[src/hdl/rcbs_pkg.sv]
`default_nettype none
package rcbs_pkg;

    localparam int ROWS_W = 20;
    localparam int STATUS_W = 2;

    // fixed points of the bucket family
    localparam int MIN_BUCKET = 8;
    localparam int SMALL_CAP = 16;
    localparam int POW_TOP = 512;
    localparam int MID_BUCKET = 768;
    localparam int OCT_BASE = 1024;

    typedef logic [STATUS_W-1:0] status_t;
    localparam status_t ST_OK = 2'd0;
    localparam status_t ST_ZERO_ROWS = 2'd1;
    localparam status_t ST_OVER_CAP = 2'd2;
    localparam status_t ST_ZERO_CAP = 2'd3;

    typedef logic [1:0] pc_t;
    localparam pc_t PC_ENTRY = 2'd0;
    localparam pc_t PC_SMALL = 2'd1;
    localparam pc_t PC_WALK = 2'd2;
    localparam pc_t PC_CLOSE = 2'd3;

    typedef logic [1:0] cond_t;
    localparam cond_t COND_NONE = 2'd0;
    localparam cond_t COND_LIST_OK = 2'd1;
    localparam cond_t COND_CAP_SMALL = 2'd2;
    localparam cond_t COND_V_GE_CAP = 2'd3;

    typedef logic [1:0] emit_t;
    localparam emit_t EMIT_NONE = 2'd0;
    localparam emit_t EMIT_ALWAYS = 2'd1;
    localparam emit_t EMIT_UNLESS = 2'd2;

    typedef logic [1:0] src_t;
    localparam src_t SRC_SEL = 2'd0;
    localparam src_t SRC_V = 2'd1;
    localparam src_t SRC_CAP = 2'd2;

    typedef struct packed {
        cond_t cond;
        pc_t   target;
        logic  stay;
        emit_t emit;
        src_t  src;
        logic  last;
        logic  advance;
    } uword_t;

    typedef struct packed {
        logic fire;
        src_t src;
        logic last;
        logic advance;
    } ctrl_t;

    typedef struct packed {
        logic list_ok;
        logic cap_small;
        logic v_ge_cap;
    } flags_t;

    // control store
    function automatic uword_t ucode_rom(input pc_t pc);
        uword_t w;
        begin
            case (pc)
                // select result or error, or branch into the family walk
                PC_ENTRY: w = '{COND_LIST_OK, PC_SMALL, 1'b0, EMIT_UNLESS, SRC_SEL, 1'b1, 1'b0};
                PC_SMALL: w = '{COND_CAP_SMALL, PC_CLOSE, 1'b0, EMIT_NONE, SRC_CAP, 1'b0, 1'b0};
                // emit canonical buckets below the capacity
                PC_WALK:  w = '{COND_V_GE_CAP, PC_CLOSE, 1'b1, EMIT_UNLESS, SRC_V, 1'b0, 1'b1};
                PC_CLOSE: w = '{COND_NONE, PC_ENTRY, 1'b0, EMIT_ALWAYS, SRC_CAP, 1'b1, 1'b0};
                default:  w = '{COND_NONE, PC_ENTRY, 1'b0, EMIT_NONE, SRC_CAP, 1'b0, 1'b0};
            endcase
            return w;
        end
    endfunction

endpackage
`default_nettype wire

[src/hdl/rcbs_seq.sv]
`default_nettype none
module rcbs_seq (
    input  wire logic            clk,
    input  wire logic            rst_n,
    input  wire logic            accept,
    input  wire rcbs_pkg::flags_t flags,
    output logic                 busy,
    output rcbs_pkg::ctrl_t      ctrl
);

    rcbs_pkg::pc_t    pc_reg;
    rcbs_pkg::pc_t    pc_next;
    logic             busy_reg;
    logic             busy_next;
    rcbs_pkg::uword_t uw;
    logic             cond;
    logic             fire;

    always_comb
    begin
        uw = rcbs_pkg::ucode_rom(pc_reg);
        case (uw.cond)
            rcbs_pkg::COND_NONE:      cond = 1'b0;
            rcbs_pkg::COND_LIST_OK:   cond = flags.list_ok;
            rcbs_pkg::COND_CAP_SMALL: cond = flags.cap_small;
            rcbs_pkg::COND_V_GE_CAP:  cond = flags.v_ge_cap;
            default:                  cond = 1'b0;
        endcase
        fire = busy_reg && ((uw.emit == rcbs_pkg::EMIT_ALWAYS) ||
                            ((uw.emit == rcbs_pkg::EMIT_UNLESS) && !cond));
        if (cond)
            pc_next = uw.target;
        else if (uw.stay)
            pc_next = pc_reg;
        else
            pc_next = pc_reg + 2'd1;
        busy_next = busy_reg;
        if (accept)
            busy_next = 1'b1;
        else if (fire && uw.last)
            busy_next = 1'b0;
    end

    always_ff @(posedge clk or negedge rst_n)
    begin
        if (!rst_n)
        begin
            pc_reg   <= rcbs_pkg::PC_ENTRY;
            busy_reg <= 1'b0;
        end
        else
        begin
            busy_reg <= busy_next;
            if (accept)
                pc_reg <= rcbs_pkg::PC_ENTRY;
            else if (busy_reg)
                pc_reg <= pc_next;
        end
    end

    assign busy         = busy_reg;
    assign ctrl.fire    = fire;
    assign ctrl.src     = uw.src;
    assign ctrl.last    = uw.last;
    assign ctrl.advance = fire && uw.advance;

    a_last_ends_item: assert property (@(posedge clk) disable iff (!rst_n)
        (fire && uw.last) |=> !busy_reg)
        else $error("busy still set after final item result");

    a_accept_enters: assert property (@(posedge clk) disable iff (!rst_n)
        accept |=> (busy_reg && pc_reg == rcbs_pkg::PC_ENTRY))
        else $error("sequencer did not enter program on accept");

    a_no_idle_fire: assert property (@(posedge clk) disable iff (!rst_n)
        !busy_reg |-> !fire)
        else $error("result emitted while idle");

endmodule
`default_nettype wire

[src/hdl/rcbs_dp.sv]
`default_nettype none
module rcbs_dp #(
    parameter int ROW_BITS = 20
) (
    input  wire logic                            clk,
    input  wire logic                            rst_n,
    input  wire logic                            accept,
    input  wire logic                            cmd,
    input  wire logic [rcbs_pkg::ROWS_W-1:0]     active_rows,
    input  wire logic                            cfg_wr_en,
    input  wire logic [rcbs_pkg::ROWS_W-1:0]     cfg_wr_data,
    input  wire rcbs_pkg::ctrl_t                 ctrl,
    output rcbs_pkg::flags_t                     flags,
    output logic                                 result_valid,
    output logic [rcbs_pkg::ROWS_W-1:0]          bucket_rows,
    output rcbs_pkg::status_t                    status,
    output logic                                 last
);

    localparam int CW = ROW_BITS + 1;
    localparam int PW = $clog2(ROW_BITS);

    logic [ROW_BITS-1:0]         cap_reg;
    logic                        list_reg;
    rcbs_pkg::status_t           err_reg;
    logic [ROW_BITS-1:0]         x_reg;
    logic [PW-1:0]               p_reg;
    logic [CW-1:0]               v_reg;
    logic [CW-1:0]               base_reg;
    logic                        result_valid_reg;
    logic [rcbs_pkg::ROWS_W-1:0] bucket_reg;
    rcbs_pkg::status_t           status_reg;
    logic                        last_reg;

    logic [ROW_BITS-1:0]         rows_m;
    logic [ROW_BITS-1:0]         x_in;
    logic [PW-1:0]               p_in;
    rcbs_pkg::status_t           err_in;
    logic [CW-1:0]               v_next;
    logic [CW-1:0]               base_next;
    logic [PW-1:0]               sh;
    logic [CW-1:0]               canon;
    logic [CW-1:0]               cap_x;
    logic [ROW_BITS-1:0]         sel;
    logic                        cap_small;
    logic [rcbs_pkg::ROWS_W-1:0] bucket_next;
    rcbs_pkg::status_t           status_next;

    assign cap_x     = {1'b0, cap_reg};
    assign cap_small = cap_reg < ROW_BITS'(rcbs_pkg::SMALL_CAP);

    // error check and leading-one position of rows-1, taken on accept
    always_comb
    begin
        rows_m = active_rows[ROW_BITS-1:0];
        x_in   = rows_m - ROW_BITS'(1);
        p_in   = '0;
        for (int i = 0; i < ROW_BITS; i++)
        begin
            if (x_in[i])
                p_in = PW'(i);
        end
        if (cap_reg == '0)
            err_in = rcbs_pkg::ST_ZERO_CAP;
        else if (!cmd && rows_m == '0)
            err_in = rcbs_pkg::ST_ZERO_ROWS;
        else if (!cmd && rows_m > cap_reg)
            err_in = rcbs_pkg::ST_OVER_CAP;
        else
            err_in = rcbs_pkg::ST_OK;
    end

    // canonical round-up of rows, capped
    always_comb
    begin
        sh = p_reg - PW'(2);
        if (x_reg < ROW_BITS'(rcbs_pkg::MIN_BUCKET))
            canon = CW'(rcbs_pkg::MIN_BUCKET);
        else if (x_reg < ROW_BITS'(rcbs_pkg::POW_TOP))
            canon = CW'(1) << (p_reg + PW'(1));
        else if (x_reg < ROW_BITS'(rcbs_pkg::MID_BUCKET))
            canon = CW'(rcbs_pkg::MID_BUCKET);
        else if (x_reg < ROW_BITS'(rcbs_pkg::OCT_BASE))
            canon = CW'(rcbs_pkg::OCT_BASE);
        else
            // quarter-octave ceiling: keep top three bits, bump, shift back
            canon = (({1'b0, x_reg} >> sh) + CW'(1)) << sh;
        if (cap_small || canon > cap_x)
            sel = cap_reg;
        else
            sel = canon[ROW_BITS-1:0];
    end

    // next canonical bucket for the family walk
    always_comb
    begin
        if (v_reg < CW'(rcbs_pkg::POW_TOP))
            v_next = v_reg << 1;
        else if (v_reg == CW'(rcbs_pkg::POW_TOP))
            v_next = CW'(rcbs_pkg::MID_BUCKET);
        else if (v_reg == CW'(rcbs_pkg::MID_BUCKET))
            v_next = CW'(rcbs_pkg::OCT_BASE);
        else
            v_next = v_reg + (base_reg >> 2);
        if (v_next == (base_reg << 1))
            base_next = base_reg << 1;
        else
            base_next = base_reg;
    end

    always_comb
    begin
        case (ctrl.src)
            rcbs_pkg::SRC_SEL:
            begin
                bucket_next = (err_reg == rcbs_pkg::ST_OK) ? rcbs_pkg::ROWS_W'(sel) : '0;
                status_next = err_reg;
            end
            rcbs_pkg::SRC_V:
            begin
                bucket_next = rcbs_pkg::ROWS_W'(v_reg[ROW_BITS-1:0]);
                status_next = rcbs_pkg::ST_OK;
            end
            default:
            begin
                bucket_next = rcbs_pkg::ROWS_W'(cap_reg);
                status_next = rcbs_pkg::ST_OK;
            end
        endcase
    end

    always_ff @(posedge clk or negedge rst_n)
    begin
        if (!rst_n)
        begin
            cap_reg          <= ROW_BITS'(rcbs_pkg::OCT_BASE);
            result_valid_reg <= 1'b0;
        end
        else
        begin
            if (cfg_wr_en)
                cap_reg <= cfg_wr_data[ROW_BITS-1:0];
            result_valid_reg <= ctrl.fire;
        end
    end

    always_ff @(posedge clk)
    begin
        if (accept)
        begin
            list_reg <= cmd;
            err_reg  <= err_in;
            x_reg    <= x_in;
            p_reg    <= p_in;
            v_reg    <= CW'(rcbs_pkg::MIN_BUCKET);
            base_reg <= CW'(rcbs_pkg::OCT_BASE);
        end
        else if (ctrl.advance)
        begin
            v_reg    <= v_next;
            base_reg <= base_next;
        end
        if (ctrl.fire)
        begin
            bucket_reg <= bucket_next;
            status_reg <= status_next;
            last_reg   <= ctrl.last;
        end
    end

    assign flags.list_ok   = list_reg && (err_reg == rcbs_pkg::ST_OK);
    assign flags.cap_small = cap_small;
    assign flags.v_ge_cap  = v_reg >= cap_x;

    assign result_valid = result_valid_reg;
    assign bucket_rows  = bucket_reg;
    assign status       = status_reg;
    assign last         = last_reg;

    a_err_shape: assert property (@(posedge clk) disable iff (!rst_n)
        (result_valid_reg && status_reg != rcbs_pkg::ST_OK) |-> (bucket_reg == '0 && last_reg))
        else $error("error result with nonzero bucket or not final");

    a_ok_nonzero: assert property (@(posedge clk) disable iff (!rst_n)
        (result_valid_reg && status_reg == rcbs_pkg::ST_OK) |-> (bucket_reg != '0))
        else $error("ok result with zero bucket");

endmodule
`default_nettype wire

[src/hdl/row_capacity_bucket_select.sv]
// select: one result, registered from the entry control word; start is taken only when idle.
// list of an n-member family: one bucket per cycle from the walk step; the walk step that
// reaches the capacity emits nothing, and the capacity closes it; below 16 only the capacity.
// zero capacity or bad row count: one error result. each item's final result drops busy.
// rate is set by the control store sequencer, one control word per cycle.
// reset: idle, capacity register 1024; results cannot be stalled by the receiver.
`default_nettype none
module row_capacity_bucket_select #(
    parameter int ROW_BITS = 20
) (
    input  wire logic                        clk,
    input  wire logic                        rst_n,
    input  wire logic                        start,
    output logic                             busy,
    input  wire logic                        cmd,
    input  wire logic [rcbs_pkg::ROWS_W-1:0] active_rows,
    input  wire logic                        cfg_wr_en,
    input  wire logic [rcbs_pkg::ROWS_W-1:0] cfg_wr_data,
    output logic                             result_valid,
    output logic [rcbs_pkg::ROWS_W-1:0]      bucket_rows,
    output logic [rcbs_pkg::STATUS_W-1:0]    status,
    output logic                             last
);

    logic             accept;
    rcbs_pkg::ctrl_t  ctrl;
    rcbs_pkg::flags_t flags;

    assign accept = start && !busy;

    rcbs_seq u_seq (
        .clk    (clk),
        .rst_n  (rst_n),
        .accept (accept),
        .flags  (flags),
        .busy   (busy),
        .ctrl   (ctrl)
    );

    rcbs_dp #(
        .ROW_BITS (ROW_BITS)
    ) u_dp (
        .clk          (clk),
        .rst_n        (rst_n),
        .accept       (accept),
        .cmd          (cmd),
        .active_rows  (active_rows),
        .cfg_wr_en    (cfg_wr_en),
        .cfg_wr_data  (cfg_wr_data),
        .ctrl         (ctrl),
        .flags        (flags),
        .result_valid (result_valid),
        .bucket_rows  (bucket_rows),
        .status       (status),
        .last         (last)
    );

endmodule
`default_nettype wire
[config.mk]
export PLATFORM = sky130hd
export DESIGN_NAME = row_capacity_bucket_select
export DESIGN_NICKNAME = d
export VERILOG_FILES = /design/src/hdl/rcbs_pkg.sv /design/src/hdl/rcbs_seq.sv /design/src/hdl/rcbs_dp.sv /design/src/hdl/row_capacity_bucket_select.sv
export SDC_FILE = /design/constraint.sdc
export NUM_CORES = 1
export LEC_CHECK = 0
export BUFFER_PORTS_ARGS = -buffer_cell sky130_fd_sc_hd__clkbuf_2
export CAP_MARGIN = 10
export CORE_UTILIZATION = 52
export CTS_CLUSTER_DIAMETER = 50
export DETAILED_ROUTE_END_ITERATION = 7
export GPL_TIMING_DRIVEN = 0
export PLACE_DENSITY = 0.7
export SETUP_SLACK_MARGIN = 0.2
export SYNTH_ARGS = -nofsm -noshare
export SYNTH_HDL_FRONTEND = slang
export SYNTH_SLANG_ARGS = --single-unit
[constraint.sdc]
create_clock -name clk -period 8.7 [get_ports clk]
set_clock_uncertainty 0.05 [all_clocks]
set_input_delay 0.435 -clock clk [delete_from_list [all_inputs] [get_ports clk]]
set_output_delay 0.435 -clock clk [all_outputs]
set_load 0.05 [all_outputs]
==> out/summary.txt, run 1 <==
post-route ant nets: 0
vias per inst: 6.57
area added between synthesis and finish: 10.5%
first-pass GRT wire length: 52.3 mm
max reg flops: 21
CP top delay family: compound AO/OA/AOI/OAI gates
PortBufs: 68
Starting Density: 53.5%
die area: 0.0200 mm²
post-synthesis mux area share: 7.03%
non-filler instance count after layout: 1548
period utilization: 92.9%
CTS root buf: clkbuf_16
number of global-route vias before repair: 9327
post-layout minimum cycle time: 8.08 ns
slowest cell on the critical path: or4_4
RePlAce Congestion: 0.984
net total in the final layout: 1410
Hold Path Class: in2async
Worst Path Class, Setup: reg2reg
Setup-failing EPs final: 0
async set-reset flop share out of synthesis: 22.4%
Syn Area/Cell: 8.42 µm²
initial antenna violation count: 0
DRT Pass-1 Iters: 6
fin util: 59.1%
Cells after DPL: 1529
crit path max fanout: 10
final hold vios: 0
synthesized instance count: 1200
Layout fillers: 1786
EDFF count, synth: 51
Fmax: 124 MHz
row count: 50
DR vias: 10.2k
Die Y: 141 µm
DIE WIDTH: 141 µm
worst path required time: 8.85 ns
fin area: 0.0112 mm²
Post-Synth Adder-Cell Area: 10.2%
Leak Pwr: 4.67 nW
Yosys warnings: 0
# DRC: 0
WL/cell: 21.6 µm
CP arrival: 8.24 ns
largest family of logic cells by synthesized area: simple AND/OR/NAND/NOR gates
CTS tree: yes
Synth Area in XOR/XNOR: 4.63%
Top Ports: 70
RSZ-0062 raised after global routing: no
total grt overflow: 0
CORE AREA: 0.0189 mm²
Slew Limit Fails: 0
Synth Flop Type: edfxtp_1
H-Tree Depth: 3
post-DP HPWL: 26.0 mm
Hold Slack: 0.0468 ns
status: completed
area share of and/or/nand/nor cells after synthesis: 23.2%
crit-path max cell delay: 0.55 ns
clock sinks: 107
clk slew on worst S/H paths: 0.07 ns
1st-iter DRT viols: 1333
DRT Wirelength: 33.4 mm
Synth Cell Area: 0.0101 mm²
share of the yosys chip area belonging to registers: 27.4%
Tot GR Track Use: 33.9%
Slew @ Worst Pin: 1.05 ns
Slew HR: 29.4%
worst vdd ir: 0.108 mV
largest net degree at the start of global routing: 38
Worst setup EP type: flop
clk_lat worst skew: 0.35 ns
ratio of cells with drive above 1 in the final layout: 12.5%
diode count: 0
Worst Path Buf+Inv: 8
clk buf depth: 2
MaxCap Viol Count: 0
Post-Syn Nets: 1327
Synth Area in Compound Gates: 22.8%
post-synth cell types: 88
Pwr Density: 233 mW/mm²
Cell Area, Placed: 0.0108 mm²
CTS Hold Bufs: 0
nature of the critical path startpoint: flop
#FFs+latches synth: 107
CTS Buf Count: 9
logic make-up (layout without fill, tap and decap cells):
group | count (synthesis) | count (layout)
simple gates | 464 | 464
compound gates | 333 | 333
flops | 107 | 107
buf+inv | 102 | 190
fa+ha+maj | 82 | 82
mux | 61 | 61
xor+xnor | 51 | 51
routing by layer:
metal	part of all wire, %	vias to the layer above	global-route usage, %
li1	-	4716	-
met1	45	4806	49.1
met2	43	581	50.4
met3	10	73	7.69
met4	2.2	0	9.11
met5	0	-	0
cells in the final DEF, fill, tap and decap left out, types with 12 or more instances in the layout:
cell type | Yosys | routed
nor2b_1 | 14 | 14
inv_1 | 45 | 45
ha_1 | 81 | 81
o22ai_1 | 17 | 17
nor4_1 | 18 | 18
o21ai_0 | 73 | 73
nor3_1 | 39 | 39
o211ai_1 | 15 | 15
a21o_1 | 25 | 25
a21oi_1 | 62 | 62
or3_1 | 12 | 12
nand4_1 | 27 | 27
dfrtp_1 | 23 | 23
xor2_1 | 19 | 19
dfxtp_1 | 32 | 32
nand2b_1 | 16 | 16
mux2_2 | 19 | 19
xnor2_1 | 30 | 29
a31oi_1 | 13 | 13
nor2_1 | 120 | 119
clkbuf_2 | 0 | 70
nand3_1 | 32 | 32
and2_1 | 26 | 26
clkbuf_1 | 36 | 34
nand2_1 | 106 | 106
a221o_1 | 24 | 23
edfxtp_1 | 51 | 51
o21a_1 | 14 | 14
mux2i_1 | 35 | 35
area by class of cell:
type	count	area, µm²	share of cell area [%]
repair buffers	72	378	3.38
inverters	46	175	1.57
clock buffers	13	283	2.53
flip-flops and latches	107	2770	24.8
plain buffers	56	309	2.77
well taps	260	325	2.91
multi-input cells	991	6900	61.8
clock inverters	3	20.0	0.179
timing repair:
item                       in CTS  in global routing
resized for setup               4                 12
setup endpoints to repair      20                 20
buffers inserted                0                  3
pin swaps                       0                  0
path summary, 6_finish.rpt:
| check | from | end | slack, ns | cells past startpoint |
|---|---|---|---|---|
| max | u_dp.p_reg[1] | u_dp.bucket_rows[13] | 0.62 | 31 |
| min | rst_n | u_dp.result_valid | 0.05 | 1 |
| max reg2reg | u_dp.p_reg[1] | u_dp.bucket_rows[13] | 0.62 | 31 |
| min reg2reg | u_dp.base_reg[20] | u_dp.base_reg[20] | 0.50 | 2 |
| max in group asynchronous | rst_n | u_dp.cap_reg[17] | 8.12 | 1 |
| min in group clk | cfg_wr_data[6] | u_dp.cap_reg[6] | 0.24 | 3 |
stage by stage:
| step | power, mW | setup TNS (ns) | setup WS, ns |
|---|---|---|---|
| 5_1_grt | 2.75 | 0 | 0.170 |
| 4_1_cts | 2.56 | 0 | 0.246 |
| 3_5_place_dp | 2.15 | -2.03 | -0.225 |
| 2_1_floorplan | 1.77 | 0 | 1.58 |
| 3_3_place_gp | 2.13 | -2.61 | -0.274 |
| 6_report | 2.61 | 0 | 0.617 |
synthesized netlist by cell type (all sizes together), types with 13 or more instances:
library cell / number / area share [%]
mux2i: 35 / 3.5
nand2b: 16 / 0.99
and2: 27 / 1.7
mux2: 20 / 2.2
xor2: 19 / 1.6
ha: 81 / 10
clkbuf: 36 / 1.3
nor3: 40 / 2.0
edfxtp: 51 / 15
xnor2: 31 / 2.8
dfrtp: 23 / 5.7
nor2b: 14 / 0.87
nand3: 33 / 1.7
nand2: 106 / 3.9
inv: 46 / 1.7
a21o: 25 / 1.9
o211ai: 15 / 1.1
nor4: 20 / 1.4
a21oi: 62 / 3.1
dfxtp: 32 / 6.3
buf: 20 / 1.6
o22ai: 17 / 1.1
a221o: 24 / 2.4
nor2: 121 / 4.5
o21a: 14 / 1.0
o21ai: 74 / 3.7
nand4: 27 / 1.7
a31oi: 13 / 0.80
report_power, final:
group	internal [mW]	total (mW)	leakage [nW]	switching (mW)
combinational	0.461	1.44	3.49	0.976
clock	0.229	0.414	0.144	0.185
sequential	0.679	0.754	1.03	0.0749
(Power assumes the default switching activity.)
==> run 2, diff against run 1 <==
Settings changed: SYNTH_HIERARCHICAL set to 1.
Clock period 8.7 ns to 9.78 ns, I/O delays scaled along.
==> out/summary.txt, run 2 <==
Synth Flop Type: edfxtp_1
CTS Hold Bufs: 0 (unchanged)
post-synth cell types: 91 (+3.4%)
Slew Limit Fails: 0 (unchanged)
Global Route met2 Usage: 55.4% (+5.0 points)
clk slew on worst S/H paths: 0.07 ns (about the same)
Die Y: 141 µm (-0.63%)
Worst Path Class, Setup: reg2reg
fin area: 0.0109 mm² (-2.3%)
Setup-failing EPs final: 0 (unchanged)
clk buf depth: 2 (unchanged)
Hold Path Class: in2async
fin util: 58.1% (-0.96 points)
Tot GR Track Use: 33.5% (-0.36 points)
DRT Pass-1 Iters: 7 (+1)
Clk pwr share: 15.5% (-0.4 points)
WL/cell: 21.8 µm (+1.1%)
Slew HR: 29.3% (-0.090 points)
initial antenna violation count: 0 (unchanged)
CTS tree: yes
largest net degree at the start of global routing: 39 (+2.6%)
net total in the final layout: 1369 (-2.9%)
Reg power frac: 28.2% (-0.7 points)
vias per inst: 6.53 (-0.63%)
ratio of cells with drive above 1 in the final layout: 13.2% (+0.71 points)
post-route ant nets: 0 (unchanged)
worst path required time: 9.82 ns (+0.97 ns)
total power: 2.35 mW (-9.7%)
# DRC: 0 (unchanged)
leading post-synthesis cells by cell area: edfxtp_1 15%, ha_1 9.9%, dfxtp_1 6.4%, dfrtp_1 5.8%, nand2_1 4.1%
die area: 0.0197 mm² (-1.3%)
final hold vios: 0 (unchanged)
busiest grt layer: met2
max reg flops: 21 (unchanged)
CTS Buf Count: 9 (unchanged)
share of the synthesized area in the top cell type: 15.3% (+0.20 points)
M1 GR Usage: 43.3% (-5.8 points)
nature of the critical path startpoint: flop
number of global-route vias before repair: 9237 (-0.96%)
synth cell count leaders: 109 x nand2_1, 109 x nor2_1, 79 x ha_1
Int Power: 1.22 mW (-11%)
Worst setup EP type: flop
Syn Area/Cell: 8.56 µm² (+1.7%)
Cells after DPL: 1467 (-4.1%)
#FFs+latches synth: 107 (unchanged)
DIE WIDTH: 141 µm (-0.63%)
non-filler instance count after layout: 1483 (-4.2%)
DRT Wirelength: 32.4 mm (-3.2%)
RePlAce Congestion: 0.986 (+0.20%)
Leak Pwr: 4.45 nW (-4.8%)
H-Tree Depth: 3 (unchanged)
PortBufs: 68 (unchanged)
Hold Slack: 0.103 ns (+0.0562 ns)
async set-reset flop share out of synthesis: 22.4% (unchanged)
CTS resizes: 0 (-4)
share of the yosys chip area belonging to registers: 27.8% (+0.35 points)
period utilization: 87.8% (-5.1 points)
CTS root buf: clkbuf_16
CP arrival: 8.63 ns (+0.39 ns)
CORE AREA: 0.0188 mm² (-0.66%)
Switch Pwr: 1.14 mW (-8.1%)
crit path max fanout: 10 (unchanged)
MaxCap Viol Count: 0 (unchanged)
clock sinks: 107 (unchanged)
synthesized instance count: 1165 (-2.9%)
EDFF count, synth: 51 (unchanged)
worst vdd ir: 0.158 mV (+46%)
diode count: 0 (unchanged)
first-pass GRT wire length: 50.7 mm (-2.9%)
Post-Syn Nets: 1290 (-2.8%)
GR Layer Usage met3: 4.10% (-3.6 points)
pre-CTS WS: 1.49 ns (+1.71 ns)
post-layout minimum cycle time: 8.59 ns (+0.507 ns)
Layout fillers: 1701 (-4.8%)
post-DP HPWL: 25.2 mm (-2.9%)
status: completed
Pwr Density: 216 mW/mm² (-7.6%)
area added between synthesis and finish: 9.36%
most frequent cells in the layout: 109 x nor2_1, 109 x nand2_1, 79 x ha_1, 68 x clkbuf_2, 63 x a21oi_1
Synth Cell Area: 0.00998 mm² (-1.3%)
clk_lat worst skew: 0.35 ns (about the same)
Sw Ratio: 48.3% (+0.82 points)
Top Ports: 70 (unchanged)
total grt overflow: 0 (unchanged)
worst setup margin: 1.19 ns (+0.573 ns)
crit-path max cell delay: 0.56 ns (about the same)
row count: 50 (unchanged)
final setup TNS: 0 ns (unchanged)
slowest cell on the critical path: a211oi_2
Slew @ Worst Pin: 1.06 ns (+0.00719 ns)
RSZ-0062 raised after global routing: no
DR vias: 9687 (-4.8%)
Post-CTS Setup Bufs: 0 (unchanged)
Yosys top cell by area: edfxtp_1
Yosys warnings: 6 (+6)
Starting Density: 53.2% (-0.33 points)
Gate power share: 56.4% (+1.2 points)
Fmax: 116 MHz (-5.9%)
1st-iter DRT viols: 864 (-35%)
Cell Area, Placed: 0.0106 mm² (-1.7%)
==> run 2: cell count changes after synthesis, moves of 9 or more <==
cell      before  now
and2_1        26    6
o21ai_0       73   56
nor3_1        39   52
nand3_1       32   20
nand4_1       27   15
nand2b_1      16   27
nor2_1       120  109
o211ai_1      15    6
==> run 2: area by class of cell <==
class,count,area [µm²],area share [%]
clock inverters,3,28.8,0.264
clock buffers,13,272,2.49
flip-flops and latches,107,2770,25.4
multi-input cells,945,6690,61.3
plain buffers,61,315,2.89
inverters,52,195,1.79
well taps,234,293,2.68
repair buffers,68,340,3.12
==> run 2: path summary, 6_finish.rpt <==
path / slack, ns / to / cells after the start / startpoint
max: 1.19 / u_dp/bucket_rows[2] / 33 / u_dp/p_reg[1]
min: 0.10 / u_dp/result_valid / 1 / rst_n
max reg2reg: 1.19 / u_dp/bucket_rows[2] / 33 / u_dp/p_reg[1]
min reg2reg: 0.46 / u_dp/base_reg[20] / 2 / u_dp/base_reg[20]
max in group asynchronous: 9.12 / u_dp/cap_reg[8] / 1 / rst_n
min in group clk: 0.30 / u_dp/cap_reg[6] / 3 / cfg_wr_data[6]
==> run 2: logic make-up after synthesis <==
kind of cell / after synthesis / synth area share, %
AND/OR/NAND/NOR: 426 / 21.0
AO/OA/AOI/OAI: 313 / 22.6
buffers and inverters: 113 / 5.12
flip-flops: 107 / 27.8
adder cells (fa/ha/maj): 80 / 10.1
multiplexers: 68 / 8.29
XOR/XNOR: 58 / 5.09
==> run 2: power groups by stage <==
stage | logic, mW | clock network [mW] | registers [mW]
detailed placement | 1.29 | 0 | 0.671
finish | 1.33 | 0.364 | 0.663
CTS | 1.30 | 0.371 | 0.662
global placement | 1.29 | 0 | 0.671
floorplan | 0.766 | 0 | 0.844
global route | 1.42 | 0.385 | 0.673
==> run 2: worst max-delay path, delay by kind of cell (launching register included) <==
family | cells | cell delay (ns)
adder cells (fa/ha/maj) | 3 | 1.01
multiplexers | 1 | 0.41
AO/OA/AOI/OAI | 14 | 3.20
AND/OR/NAND/NOR | 8 | 1.15
flip-flops | 1 | 0.41
XOR/XNOR | 1 | 0.39
buffers and inverters | 6 | 1.70
==> run 2: metal layers <==
layer / part of all wire (%) / vias up
met3: 6.9 / 91
met1: 42 / 4593
met2: 46 / 454
met4: 4.6 / 0
li1: - / 4549
met5: 0 / -
==> run 3, diff against run 2 <==
Settings changed: CELL_PAD_IN_SITES_DETAIL_PLACEMENT set to 0, CELL_PAD_IN_SITES_GLOBAL_PLACEMENT set to 1, CORE_UTILIZATION 52 to 51, PLACE_DENSITY 0.7 to not set, PLACE_DENSITY_LB_ADDON set to 0.1, SKIP_CTS_REPAIR_TIMING set to 1.
==> out/summary.txt, run 3 (synthesis gave the netlist of run 2 again) <==
total grt overflow: 0 (unchanged)
Layout fillers: 1756 (+3.2%)
Slew @ Worst Pin: 1.10 ns (+0.0378 ns)
DRT Wirelength: 31.5 mm (-2.5%)
status: completed
Worst Path Buf+Inv: 6 (unchanged)
CP top delay family: compound AO/OA/AOI/OAI gates
final hold vios: 0 (unchanged)
first-pass GRT wire length: 49.1 mm (-3.1%)
Leak Pwr: 4.45 nW (+0.20%)
Cells after DPL: 1493 (+1.8%)
Hold Slack: 0.106 ns (+0.00266 ns)
clk slew on worst S/H paths: 0.08 ns (about the same)
WL/cell: 20.9 µm (-4.2%)
clk buf depth: 2 (unchanged)
ratio of cells with drive above 1 in the final layout: 13.4% (+0.16 points)
number of global-route vias before repair: 8766 (-5.1%)
CTS Buf Count: 9 (unchanged)
PortBufs: 68 (unchanged)
initial antenna violation count: 0 (unchanged)
CORE AREA: 0.0190 mm² (+1.0%)
crit-path max cell delay: 0.74 ns (+0.18 ns)
H-Tree Depth: 3 (unchanged)
Starting Density: 52.6% (-0.53 points)
Worst setup EP type: flop
Slew HR: 26.8% (-2.5 points)
Fmax: 117 MHz (+0.84%)
register area: 0.00277 mm² (unchanged)
crit path max fanout: 10 (unchanged)
Die Y: 142 µm (+0.96%)
Slew Limit Fails: 0 (unchanged)
net total in the final layout: 1369 (unchanged)
Top Ports: 70 (unchanged)
Setup-failing EPs final: 0 (unchanged)
Switch Pwr: 1.17 mW (+2.6%)
post-DP HPWL: 24.7 mm (-2.1%)
DIE WIDTH: 142 µm (+0.96%)
area added between synthesis and finish: 9.95%
worst path required time: 9.83 ns (about the same)
DRT Pass-1 Iters: 8 (+1)
DR vias: 9520 (-1.7%)
fin util: 57.9% (-0.27 points)
Sw Ratio: 49.1% (+0.88 points)
Tot GR Track Use: 31.9% (-1.6 points)
Multi-input gate area: 0.00669 mm² (unchanged)
clk_lat worst skew: 0.37 ns (+0.02 ns)
max reg flops: 21 (unchanged)
Worst Reg-to-Reg Cells: 33 (unchanged)
flop2flop setup slack: 1.26 ns (+0.07 ns)
largest net degree at the start of global routing: 39 (unchanged)
CP arrival: 8.57 ns (-0.06 ns)
post-route ant nets: 0 (unchanged)
post-layout minimum cycle time: 8.52 ns (-0.0712 ns)
vias per inst: 6.31 (-3.4%)
slowest cell on the critical path: a211oi_2
1st-iter DRT viols: 1071 (+24%)
MaxCap Viol Count: 0 (unchanged)
Clk pwr share: 16.3% (+0.8 points)
row count: 50 (unchanged)
period utilization: 87.1% (-0.73 points)
Reg power frac: 27.9% (-0.3 points)
nature of the critical path startpoint: flop
RR Endpoint: u_dp/bucket_rows[11]
diode count: 0 (unchanged)
total power: 2.37 mW (+0.80%)
final setup TNS: 0 ns (unchanged)
Hold Path Class: in2async
RePlAce Congestion: 0.954 (-3.3%)
non-filler instance count after layout: 1509 (+1.8%)
CTS root buf: clkbuf_16
Int Power: 1.21 mW (-0.91%)
die area: 0.0201 mm² (+1.9%)
clock sinks: 107 (unchanged)
Pwr Density: 216 mW/mm² (+0.26%)
# DRC: 0 (unchanged)
worst reg2reg startpoint: u_dp/p_reg[1]
RSZ-0062 raised after global routing: no
Worst Path Class, Setup: reg2reg
most frequent cells in the layout: 109 x nor2_1, 109 x nand2_1, 79 x ha_1, 68 x clkbuf_2, 63 x a21oi_1
worst vdd ir: 0.119 mV (-25%)
CTS tree: yes
Gate power share: 55.9% (-0.5 points)
==> run 3: cell types whose count changed in the layout (fill, tap and decap cells not counted), sizes merged <==
cell	change
inv	+1
clkinv	+3
clkbuf	-4
==> run 3: per-layer routing <==
metal  GRT usage [%]  part of all wire [%]  vias up
li1                -                     -     4553
met1            47.0                    47     4471
met2            48.3                    43      461
met3            5.84                   8.7       35
met4            7.02                   1.4        0
met5               0                     0        -
==> run 3: area by class of cell <==
type                            instances  area share (%)
Multi-Input combinational cell        945            61.0
Sequential cell                       107            25.3
Timing Repair Buffer                   68            3.10
Tap cell                              260            2.97
Buffer                                 61            2.87
Clock buffer                            9            2.05
Inverter                               52            1.78
Clock inverter                          7           0.924
==> run 3: worst max path at each step <==
stage | from | to | cells past startpoint
finish | u_dp/p_reg[1] | u_dp/bucket_rows[11] | 33
detailed placement | u_dp/p_reg[1] | u_dp/bucket_rows[6] | 33
CTS | u_dp/p_reg[1] | u_dp/bucket_rows[3] | 33
global route | u_dp/p_reg[1] | u_dp/bucket_rows[3] | 33
floorplan | u_dp/p_reg[1] | u_dp/bucket_rows[18] | 33
global placement | u_dp/p_reg[1] | u_dp/bucket_rows[3] | 33
==> run 3: stage by stage <==
step	cell area (µm²)	setup WS [ns]
6_report	11000	1.26
5_1_grt	11000	0.701
4_1_cts	11000	1.43
3_5_place_dp	10600	1.49
2_1_floorplan	9980	3.18
3_3_place_gp	10600	1.47
==> run 3: worst reg2reg max path: cells and delay by family (launching register included) <==
family	cells	cell delay [ns]
DFF	1	0.41
AOI/OAI and AO/OA	14	3.31
and+or+nand+nor	8	1.06
muxes	1	0.41
buffers and inverters	6	1.64
xor gates and xnor gates	1	0.38
adders and majority gates	3	0.97
==> run 3: power by group through the flow <==
stage	Combinational [mW]	Clock [mW]	Sequential, mW
global placement	1.29	0	0.669
finish	1.33	0.386	0.661
detailed placement	1.29	0	0.671
floorplan	0.766	0	0.844
global route	1.42	0.412	0.673
CTS	1.30	0.394	0.661
